--- src/hw/rtl/lfmq_pkg.sv ---
// Package for the lap finish marker qualifier: operation and phase codes,
// register indexes and the item, result and configuration types.
// No dependencies; used by every other file of the block but lfmq_ifs.
package lfmq_pkg;

  localparam logic [1:0] OP_TICK  = 2'd0;
  localparam logic [1:0] OP_START = 2'd1;
  localparam logic [1:0] OP_STOP  = 2'd2;
  localparam logic [1:0] OP_ABORT = 2'd3;

  localparam logic [1:0] PH_IDLE     = 2'd0;
  localparam logic [1:0] PH_ACTIVE   = 2'd1;
  localparam logic [1:0] PH_COMPLETE = 2'd2;

  localparam int unsigned PADDR_W = 4;
  localparam logic [1:0] REG_CLEAR_SAMPLES   = 2'd0;
  localparam logic [1:0] REG_CONFIRM_SAMPLES = 2'd1;
  localparam logic [1:0] REG_MIN_LAP_MS      = 2'd2;

  localparam logic [7:0]  CLEAR_SAMPLES_RST   = 8'd10;
  localparam logic [7:0]  CONFIRM_SAMPLES_RST = 8'd3;
  localparam logic [19:0] MIN_LAP_MS_RST      = 20'd3000;

  typedef struct packed {
    logic [1:0]  operation;
    logic [31:0] now_ms;
    logic        marker_seen;
    logic        line_visible;
  } in_item_t;

  typedef struct packed {
    logic        running;
    logic        finished_now;
    logic [31:0] elapsed_ms;
  } out_item_t;

  typedef struct packed {
    logic [7:0]  clear_samples;
    logic [7:0]  confirm_samples;
    logic [19:0] min_lap_ms;
  } cfg_t;

endpackage

--- src/hw/rtl/lfmq_ifs.sv ---
// Valid/ready channel interfaces for the lap finish marker qualifier:
// one for sensor operations in, one for run status out.
// No dependencies.
interface lfmq_in_if;
  logic        valid;
  logic        ready;
  logic [1:0]  operation;
  logic [31:0] now_ms;
  logic        marker_seen;
  logic        line_visible;

  modport source (output valid, operation, now_ms, marker_seen, line_visible, input ready);
  modport sink (input valid, operation, now_ms, marker_seen, line_visible, output ready);
endinterface

interface lfmq_out_if;
  logic        valid;
  logic        ready;
  logic        running;
  logic        finished_now;
  logic [31:0] elapsed_ms;

  modport source (output valid, running, finished_now, elapsed_ms, input ready);
  modport sink (input valid, running, finished_now, elapsed_ms, output ready);
endinterface

--- src/hw/rtl/lap_finish_marker_qualifier.sv ---
// Lap finish marker qualifier. Each operation transfer on in_ch (sensor tick, start,
// stop or abort, with a millisecond timestamp) produces exactly one status transfer
// on out_ch giving running, finished_now and elapsed time. One operation is taken
// every clock cycle; each result passes through the input register and then the
// result register, with the run state updated as the item moves from the first
// to the second. Back-pressure on out_ch stalls the input only once both registers
// hold an item. Thresholds are to be written by the user through the APB port only
// while no operation is in flight; the block itself does not enforce this.
// Depends on lfmq_pkg, lfmq_ifs, lfmq_cfg_regs and lfmq_run_core.
module lap_finish_marker_qualifier (
  input  logic                         clk,
  input  logic                         rst_n,
  lfmq_in_if.sink                      in_ch,
  lfmq_out_if.source                   out_ch,
  input  logic                         psel,
  input  logic                         penable,
  input  logic                         pwrite,
  input  logic [lfmq_pkg::PADDR_W-1:0] paddr,
  input  logic [31:0]                  pwdata,
  output logic [31:0]                  prdata,
  output logic                         pready
);

  lfmq_pkg::cfg_t      cfg;
  lfmq_pkg::in_item_t  in_item_r;
  lfmq_pkg::out_item_t out_item_r;
  lfmq_pkg::out_item_t result;
  logic                in_vld_r;
  logic                out_vld_r;
  logic                advance;
  logic                in_xfer;

  lfmq_cfg_regs u_cfg (
    .clk     (clk),
    .rst_n   (rst_n),
    .psel    (psel),
    .penable (penable),
    .pwrite  (pwrite),
    .paddr   (paddr),
    .pwdata  (pwdata),
    .prdata  (prdata),
    .pready  (pready),
    .cfg     (cfg)
  );

  lfmq_run_core u_core (
    .clk    (clk),
    .rst_n  (rst_n),
    .step   (advance),
    .item   (in_item_r),
    .cfg    (cfg),
    .result (result)
  );

  assign advance     = in_vld_r && (!out_vld_r || out_ch.ready);
  assign in_ch.ready = !in_vld_r || advance;
  assign in_xfer     = in_ch.valid && in_ch.ready;

  always_ff @(posedge clk) begin
    if (!rst_n) begin
      in_vld_r <= 1'b0;
    end else if (in_xfer) begin
      in_vld_r <= 1'b1;
    end else if (advance) begin
      in_vld_r <= 1'b0;
    end
  end

  always_ff @(posedge clk) begin
    if (in_xfer) begin
      in_item_r.operation    <= in_ch.operation;
      in_item_r.now_ms       <= in_ch.now_ms;
      in_item_r.marker_seen  <= in_ch.marker_seen;
      in_item_r.line_visible <= in_ch.line_visible;
    end
  end

  always_ff @(posedge clk) begin
    if (!rst_n) begin
      out_vld_r <= 1'b0;
    end else if (advance) begin
      out_vld_r <= 1'b1;
    end else if (out_ch.ready) begin
      out_vld_r <= 1'b0;
    end
  end

  always_ff @(posedge clk) begin
    if (advance) begin
      out_item_r <= result;
    end
  end

  assign out_ch.valid        = out_vld_r;
  assign out_ch.running      = out_item_r.running;
  assign out_ch.finished_now = out_item_r.finished_now;
  assign out_ch.elapsed_ms   = out_item_r.elapsed_ms;

endmodule

--- src/hw/rtl/lfmq_cfg_regs.sv ---
// APB-style configuration registers of the lap finish marker qualifier.
// Depends on lfmq_pkg.
module lfmq_cfg_regs (
  input  logic                         clk,
  input  logic                         rst_n,
  input  logic                         psel,
  input  logic                         penable,
  input  logic                         pwrite,
  input  logic [lfmq_pkg::PADDR_W-1:0] paddr,
  input  logic [31:0]                  pwdata,
  output logic [31:0]                  prdata,
  output logic                         pready,
  output lfmq_pkg::cfg_t               cfg
);

  lfmq_pkg::cfg_t cfg_r;
  logic           wr_en;
  logic [1:0]     reg_idx;

  assign pready  = 1'b1;
  assign wr_en   = psel && penable && pwrite;
  assign reg_idx = paddr[3:2];
  assign cfg     = cfg_r;

  always_ff @(posedge clk) begin
    if (!rst_n) begin
      cfg_r.clear_samples   <= lfmq_pkg::CLEAR_SAMPLES_RST;
      cfg_r.confirm_samples <= lfmq_pkg::CONFIRM_SAMPLES_RST;
      cfg_r.min_lap_ms      <= lfmq_pkg::MIN_LAP_MS_RST;
    end else if (wr_en) begin
      case (reg_idx)
        lfmq_pkg::REG_CLEAR_SAMPLES:   cfg_r.clear_samples   <= pwdata[7:0];
        lfmq_pkg::REG_CONFIRM_SAMPLES: cfg_r.confirm_samples <= pwdata[7:0];
        lfmq_pkg::REG_MIN_LAP_MS:      cfg_r.min_lap_ms      <= pwdata[19:0];
        default: ;
      endcase
    end
  end

  always_comb begin
    case (reg_idx)
      lfmq_pkg::REG_CLEAR_SAMPLES:   prdata = {24'd0, cfg_r.clear_samples};
      lfmq_pkg::REG_CONFIRM_SAMPLES: prdata = {24'd0, cfg_r.confirm_samples};
      lfmq_pkg::REG_MIN_LAP_MS:      prdata = {12'd0, cfg_r.min_lap_ms};
      default:                       prdata = 32'd0;
    endcase
  end

endmodule

--- src/hw/rtl/lfmq_run_core.sv ---
// Run state of the lap finish marker qualifier: phase, start and finish times,
// arming and confirmation counters, and the result of the item being stepped.
// Depends on lfmq_pkg.
module lfmq_run_core (
  input  logic                clk,
  input  logic                rst_n,
  input  logic                step,
  input  lfmq_pkg::in_item_t  item,
  input  lfmq_pkg::cfg_t      cfg,
  output lfmq_pkg::out_item_t result
);

  logic [1:0]  phase_r, phase_nxt;
  logic [31:0] start_r, start_nxt;
  logic [31:0] finish_r, finish_nxt;
  logic        armed_r, armed_nxt;
  logic        latched_r, latched_nxt;
  logic [7:0]  confirm_r, confirm_nxt;
  logic [7:0]  clear_r, clear_nxt;

  logic [7:0]  clear_inc;
  logic [7:0]  confirm_upd;
  logic        latch_kept;
  logic [31:0] since_start;
  logic        lap_ok;
  logic        done;

  // Counters saturate at their thresholds, so the increments cannot wrap.
  assign clear_inc = (clear_r < cfg.clear_samples) ? clear_r + 8'd1 : clear_r;
  assign since_start = item.now_ms - start_r;
  assign lap_ok = since_start >= {12'd0, cfg.min_lap_ms};

  always_comb begin
    if (!item.marker_seen) begin
      confirm_upd = 8'd0;
      latch_kept  = 1'b0;
    end else begin
      confirm_upd = (confirm_r < cfg.confirm_samples) ? confirm_r + 8'd1 : confirm_r;
      latch_kept  = latched_r;
    end
  end

  always_comb begin
    phase_nxt   = phase_r;
    start_nxt   = start_r;
    finish_nxt  = finish_r;
    armed_nxt   = armed_r;
    latched_nxt = latched_r;
    confirm_nxt = confirm_r;
    clear_nxt   = clear_r;
    done        = 1'b0;
    case (item.operation)
      lfmq_pkg::OP_TICK: begin
        if (phase_r == lfmq_pkg::PH_ACTIVE) begin
          if (!armed_r) begin
            confirm_nxt = 8'd0;
            if (!item.marker_seen && item.line_visible) begin
              clear_nxt = clear_inc;
              if (clear_inc >= cfg.clear_samples) begin
                armed_nxt   = 1'b1;
                latched_nxt = 1'b0;
              end
            end else begin
              clear_nxt = 8'd0;
            end
          end else begin
            confirm_nxt = confirm_upd;
            latched_nxt = latch_kept;
            if (!latch_kept && confirm_upd >= cfg.confirm_samples && lap_ok) begin
              latched_nxt = 1'b1;
              finish_nxt  = item.now_ms;
              phase_nxt   = lfmq_pkg::PH_COMPLETE;
              done        = 1'b1;
            end
          end
        end
      end
      lfmq_pkg::OP_START: begin
        if (phase_r != lfmq_pkg::PH_ACTIVE) begin
          start_nxt   = item.now_ms;
          finish_nxt  = item.now_ms;
          latched_nxt = 1'b0;
          confirm_nxt = 8'd0;
          clear_nxt   = 8'd0;
          armed_nxt   = 1'b0;
          phase_nxt   = lfmq_pkg::PH_ACTIVE;
        end
      end
      lfmq_pkg::OP_STOP: begin
        if (phase_r == lfmq_pkg::PH_ACTIVE) begin
          finish_nxt = item.now_ms;
          phase_nxt  = lfmq_pkg::PH_COMPLETE;
        end
      end
      default: phase_nxt = lfmq_pkg::PH_IDLE;
    endcase
  end

  always_comb begin
    result.running      = (phase_nxt == lfmq_pkg::PH_ACTIVE);
    result.finished_now = done;
    if (phase_nxt == lfmq_pkg::PH_ACTIVE) begin
      result.elapsed_ms = item.now_ms - start_nxt;
    end else begin
      result.elapsed_ms = finish_nxt - start_nxt;
    end
  end

  always_ff @(posedge clk) begin
    if (!rst_n) begin
      phase_r   <= lfmq_pkg::PH_IDLE;
      start_r   <= 32'd0;
      finish_r  <= 32'd0;
      armed_r   <= 1'b0;
      latched_r <= 1'b0;
      confirm_r <= 8'd0;
      clear_r   <= 8'd0;
    end else if (step) begin
      phase_r   <= phase_nxt;
      start_r   <= start_nxt;
      finish_r  <= finish_nxt;
      armed_r   <= armed_nxt;
      latched_r <= latched_nxt;
      confirm_r <= confirm_nxt;
      clear_r   <= clear_nxt;
    end
  end

endmodule

--- src/flat_wrapper.sv ---
// flat-port wrapper written by rule: the top's interface ports become plain ports
module lap_finish_marker_qualifier_flat 
  (clk, rst_n, psel, penable, pwrite, paddr, pwdata, prdata, pready, in_ch_valid, in_ch_operation, in_ch_now_ms, in_ch_marker_seen, in_ch_line_visible, in_ch_ready, out_ch_valid, out_ch_running, out_ch_finished_now, out_ch_elapsed_ms, out_ch_ready);
  lfmq_in_if in_ch_i ();
  lfmq_out_if out_ch_i ();
  input  logic clk;
  input  logic rst_n;
  input  logic psel;
  input  logic penable;
  input  logic pwrite;
  input  logic [lfmq_pkg::PADDR_W-1:0] paddr;
  input  logic [31:0] pwdata;
  output logic [31:0] prdata;
  output logic pready;
  input wire logic [$bits(in_ch_i.valid)-1:0] in_ch_valid;
  input wire logic [$bits(in_ch_i.operation)-1:0] in_ch_operation;
  input wire logic [$bits(in_ch_i.now_ms)-1:0] in_ch_now_ms;
  input wire logic [$bits(in_ch_i.marker_seen)-1:0] in_ch_marker_seen;
  input wire logic [$bits(in_ch_i.line_visible)-1:0] in_ch_line_visible;
  output wire logic [$bits(in_ch_i.ready)-1:0] in_ch_ready;
  output wire logic [$bits(out_ch_i.valid)-1:0] out_ch_valid;
  output wire logic [$bits(out_ch_i.running)-1:0] out_ch_running;
  output wire logic [$bits(out_ch_i.finished_now)-1:0] out_ch_finished_now;
  output wire logic [$bits(out_ch_i.elapsed_ms)-1:0] out_ch_elapsed_ms;
  input wire logic [$bits(out_ch_i.ready)-1:0] out_ch_ready;
  assign in_ch_i.valid = in_ch_valid;
  assign in_ch_i.operation = in_ch_operation;
  assign in_ch_i.now_ms = in_ch_now_ms;
  assign in_ch_i.marker_seen = in_ch_marker_seen;
  assign in_ch_i.line_visible = in_ch_line_visible;
  assign in_ch_ready = in_ch_i.ready;
  assign out_ch_valid = out_ch_i.valid;
  assign out_ch_running = out_ch_i.running;
  assign out_ch_finished_now = out_ch_i.finished_now;
  assign out_ch_elapsed_ms = out_ch_i.elapsed_ms;
  assign out_ch_i.ready = out_ch_ready;
  lap_finish_marker_qualifier u_core (.clk(clk), .rst_n(rst_n), .in_ch(in_ch_i), .out_ch(out_ch_i), .psel(psel), .penable(penable), .pwrite(pwrite), .paddr(paddr), .pwdata(pwdata), .prdata(prdata), .pready(pready));
endmodule
--- config.mk ---
export PLATFORM = sky130hd
export DESIGN_NAME = lap_finish_marker_qualifier_flat
export DESIGN_NICKNAME = d
export VERILOG_FILES = /design/src/hw/rtl/lfmq_pkg.sv /design/src/hw/rtl/lfmq_ifs.sv /design/src/hw/rtl/lap_finish_marker_qualifier.sv /design/src/hw/rtl/lfmq_cfg_regs.sv /design/src/hw/rtl/lfmq_run_core.sv /design/src/flat_wrapper.sv
export SDC_FILE = /design/constraint.sdc
export NUM_CORES = 1
export LEC_CHECK = 0
export ABC_AREA = 1
export BUFFER_PORTS_ARGS = -buffer_cell sky130_fd_sc_hd__buf_2
export CORE_MARGIN = 10
export CORE_UTILIZATION = 52
export CTS_CLUSTER_DIAMETER = 80
export DETAILED_ROUTE_END_ITERATION = 12
export PLACE_DENSITY = 0.71
export SLEW_MARGIN = 20
export SYNTH_ARGS = -nofsm -noshare
export SYNTH_HDL_FRONTEND = slang
export SYNTH_HIERARCHICAL = 1
export SYNTH_SLANG_ARGS = --single-unit
--- constraint.sdc ---
create_clock -name clk -period 11 [get_ports clk]
set_input_delay 0 -clock clk [delete_from_list [all_inputs] [get_ports clk]]
set_output_delay 0 -clock clk [all_outputs]
set_load 0.01 [all_outputs]
==> metrics <==
Buf/Inv on CP 5; die height 191.4 um; initial antenna violation count 0; layout cells sized above 1 8.612%; Clock Skew 12.38 ps; antenna viol nets, final 0; slew margin rel. 27.93%; gr usage total 23.98%; EDFF count, synth 70; sequential area share after synthesis 29.75%; Synth async-reset ratio 0%; Synth Flop Type dfxtp_1; PwrDens 129.0 nW/um^2; Peak VDD IR 0.0001126 V; Hold Crit Class input port to flop; Worst Path Required 11190 ps; CP Max Fanout 64; TritonCTS clock tree built; post-route setup slack 2628 ps; dpl hpwl 32260 um; DR iter-0 viols 1333; Worst R2R Path Depth 48; post-route DRC violation count 0; Overflow after GRT 0; Synth Cell Area 15270 um^2; ant diodes 0; post-route clock period utilization 76.11%; CTS root buffer clkbuf_16; Max clock buf depth 2; worst skew pair latency 450 ps; Setup crit end kind flop; final net count 2667; clock slew seen by the registers of the worst setup and hold paths 70 ps; Vias 15305; via density per instance 5.335; yosys warns 6; Clk pwr share 28.6%; cell mode on critical path nand2_1; final cell count without fillers 2869; status finished, final reports clean; min cycle time layout 8372 ps; Crit path depth 48; synthesized instance count 2345; sw frac 35.50%; CP peak stage delay 590 ps; syn avg cell area 6.513 um^2; delay-heaviest family, CP simple AND/OR/NAND/NOR gates; crit path DAT 8560 ps; post-synthesis register bit count 192; RR Endpoint u_core/out_ch.elapsed_ms[28]; Row Count 62; startpoint types flop; die area 36630 um^2; placed cell count 2778; Crit Reg-Reg Startpoint u_core/in_item_r[2]; drt wl/cell 15.58 um; kind of critical path flop to flop; Final setup viols 0; Die Wd 191.4 um; max-cap viol count 0; vias in the first global route 14185; Sequential Area 4544 um^2; Reg2Reg Setup Slack 2630 ps; Hold Vio Cnt, Final 0; Detailed Route WL 44690 um; combinational fraction of design power 33.6%; reported net switching power 0.7878 mW; H-tree lvl count 4; worst-margin pin slew 1081 ps; Port Buffers 120; Core Box Area 28860 um^2; Setup TNS 0 ps; hold_ws 41.43 ps; Slew Viols, Final 0; CTS Buf Count 17; Max Freq 119.5 MHz; RSZ-0062 raised after global routing no; Final GP Congestion 0.9238; multi-input logic area 8650 um^2; drt pass-1 iters 7; Setup WS pre-CTS 2792 ps; Pint 1.432 mW; sequential share of power 37.8%; Setup crit start u_core/in_item_r[2]; largest net degree at the start of global routing 108; Yosys cell types 51; leakage power total 8.750 nW; # clock sinks 192; post-CTS setup buffer count 0; starting density of the core 52.93%; Layout fillers 2736; first-pass GRT wire length 71440 um; P&R area growth vs syn 12.60%; CP endpoint u_core/out_ch.elapsed_ms[28]; Crit-path slowest cell buf_4; Ports 148
## cells by family after synthesis
kind of cell    count (synthesis)  share of synthesized area (%)
simple gates                  969                          26.28
flops                         192                          29.75
fa+ha+maj                     116                          9.601
mux                             1                        0.07372
other cells                     2                        0.04917
compound gates                476                          17.07
buf+inv                       535                          14.07
xor+xnor                       54                          3.097
## final cells by class
| cell class | instances | share of cell area, % |
|---|---|---|
| Multi-Input combinational cell | 1629 | 50.29 |
| Sequential cell | 192 | 26.42 |
| Inverter | 441 | 9.647 |
| Timing Repair Buffer | 191 | 7.450 |
| Tap cell | 384 | 2.794 |
| Clock buffer | 23 | 2.786 |
| Clock inverter | 9 | 0.6039 |
## layer usage
metal  vias up  global-route usage, %  part of all wire (%)
met5         -                      0                     0
met4         0                  6.611                   1.7
met3        59                  4.774                   8.8
met2       590                  37.79                    45
met1      6945                  32.67                    45
li1       7711                      -                     -
## power by group through the flow
stage / registers, mW / logic (mW) / clock network (mW)
2_1_floorplan: 0.857 / 0.520 / 0
3_3_place_gp: 0.852 / 0.697 / 0
3_5_place_dp: 0.854 / 0.713 / 0
4_1_cts: 0.838 / 0.734 / 0.649
5_1_grt: 0.844 / 0.838 / 0.674
6_report: 0.839 / 0.745 / 0.636
## registers in the layout (all words and copies together), names as in the netlist, 2 cells and up
register and flops:
u_core/u_core/confirm_r 8, u_core/u_core/clear_r 8, u_core/out_ch.elapsed_ms 32, u_core/u_core/start_r 32, u_core/u_cfg/cfg 36, u_core/u_core/finish_r 32
u_core/u_core/phase_r 2, u_core/in_item_r 36
## per-stage QoR
stage | area (um^2) | util, % | total power [mW]
6_report | 17200 | 59.60 | 2.219
5_1_grt | 17200 | 59.60 | 2.357
4_1_cts | 17190 | 59.58 | 2.221
3_5_place_dp | 16020 | 55.51 | 1.567
3_3_place_gp | 16020 | 55.51 | 1.550
2_1_floorplan | 15310 | - | 1.377
## cell usage in the layout, fill, tap and decap left out, types with 59 or more instances in the layout
cell type	instances
a21oi_1	197
buf_2	120
dfxtp_1	122
dlygate4sd3_1	59
edfxtp_1	70
ha_1	114
inv_1	428
nand2_1	642
nand3_1	112
nor2_1	141
o21ai_0	159
## synthesized netlist by cell type (2+ instances only)
cell,n,area share [%]
inv_1,430,11
buf_1,5,0.12
clkbuf_1,53,1.3
nand3b_1,4,0.20
buf_4,25,1.2
buf_2,6,0.20
o21ai_1,41,1.3
fa_1,2,0.26
inv_2,10,0.25
o211ai_1,34,1.7
nand2_2,6,0.25
nand3_1,112,3.7
nor2_2,12,0.49
nand2_4,2,0.15
a21boi_1,3,0.15
a21oi_1,198,6.5
and3_1,3,0.12
conb_1,2,0.049
xnor2_1,14,0.80
nor2_4,5,0.37
o21bai_1,5,0.25
dfxtp_1,122,16
a31oi_1,7,0.29
nand4_1,16,0.66
buf_6,5,0.37
nor2_1,144,3.5
o211ai_2,7,0.57
o2111ai_1,2,0.11
a21o_1,7,0.34
and2_1,4,0.16
nor3_1,8,0.26
nor4_1,6,0.25
xor2_1,40,2.3
nand2_1,642,16
ha_1,114,9.3
edfxtp_1,70,14
o21ai_0,159,5.2
a211oi_1,3,0.15
o21a_1,5,0.25
## worst min-delay path by stage
| stage | start | to | slack [ps] | cells after the start |
|---|---|---|---|---|
| final | paddr[2] | u_core/u_cfg/cfg[23] | 40 | 5 |
| after global routing | paddr[2] | u_core/u_cfg/cfg[26] | 60 | 5 |
| after CTS | paddr[2] | u_core/u_cfg/cfg[23] | 20 | 5 |
| after detailed placement | in_ch_now_ms[6] | u_core/in_item_r[8] | 180 | 1 |
| after global placement | in_ch_line_visible | u_core/in_item_r[0] | 180 | 1 |
| after floorplan | in_ch_line_visible | u_core/in_item_r[0] | 100 | 0 |
## worst min-delay path, delay by kind of cell
family | cells | cell delay [ps]
AND/OR/NAND/NOR | 4 | 320
buffers and inverters | 1 | 130
## what timing repair did
item | in CTS | in global routing
hold buffers | 59 | 0
resized for setup | 0 | 0
endpoints found under the hold margin | 74 | 0
Power figures use the tool's default switching activity.
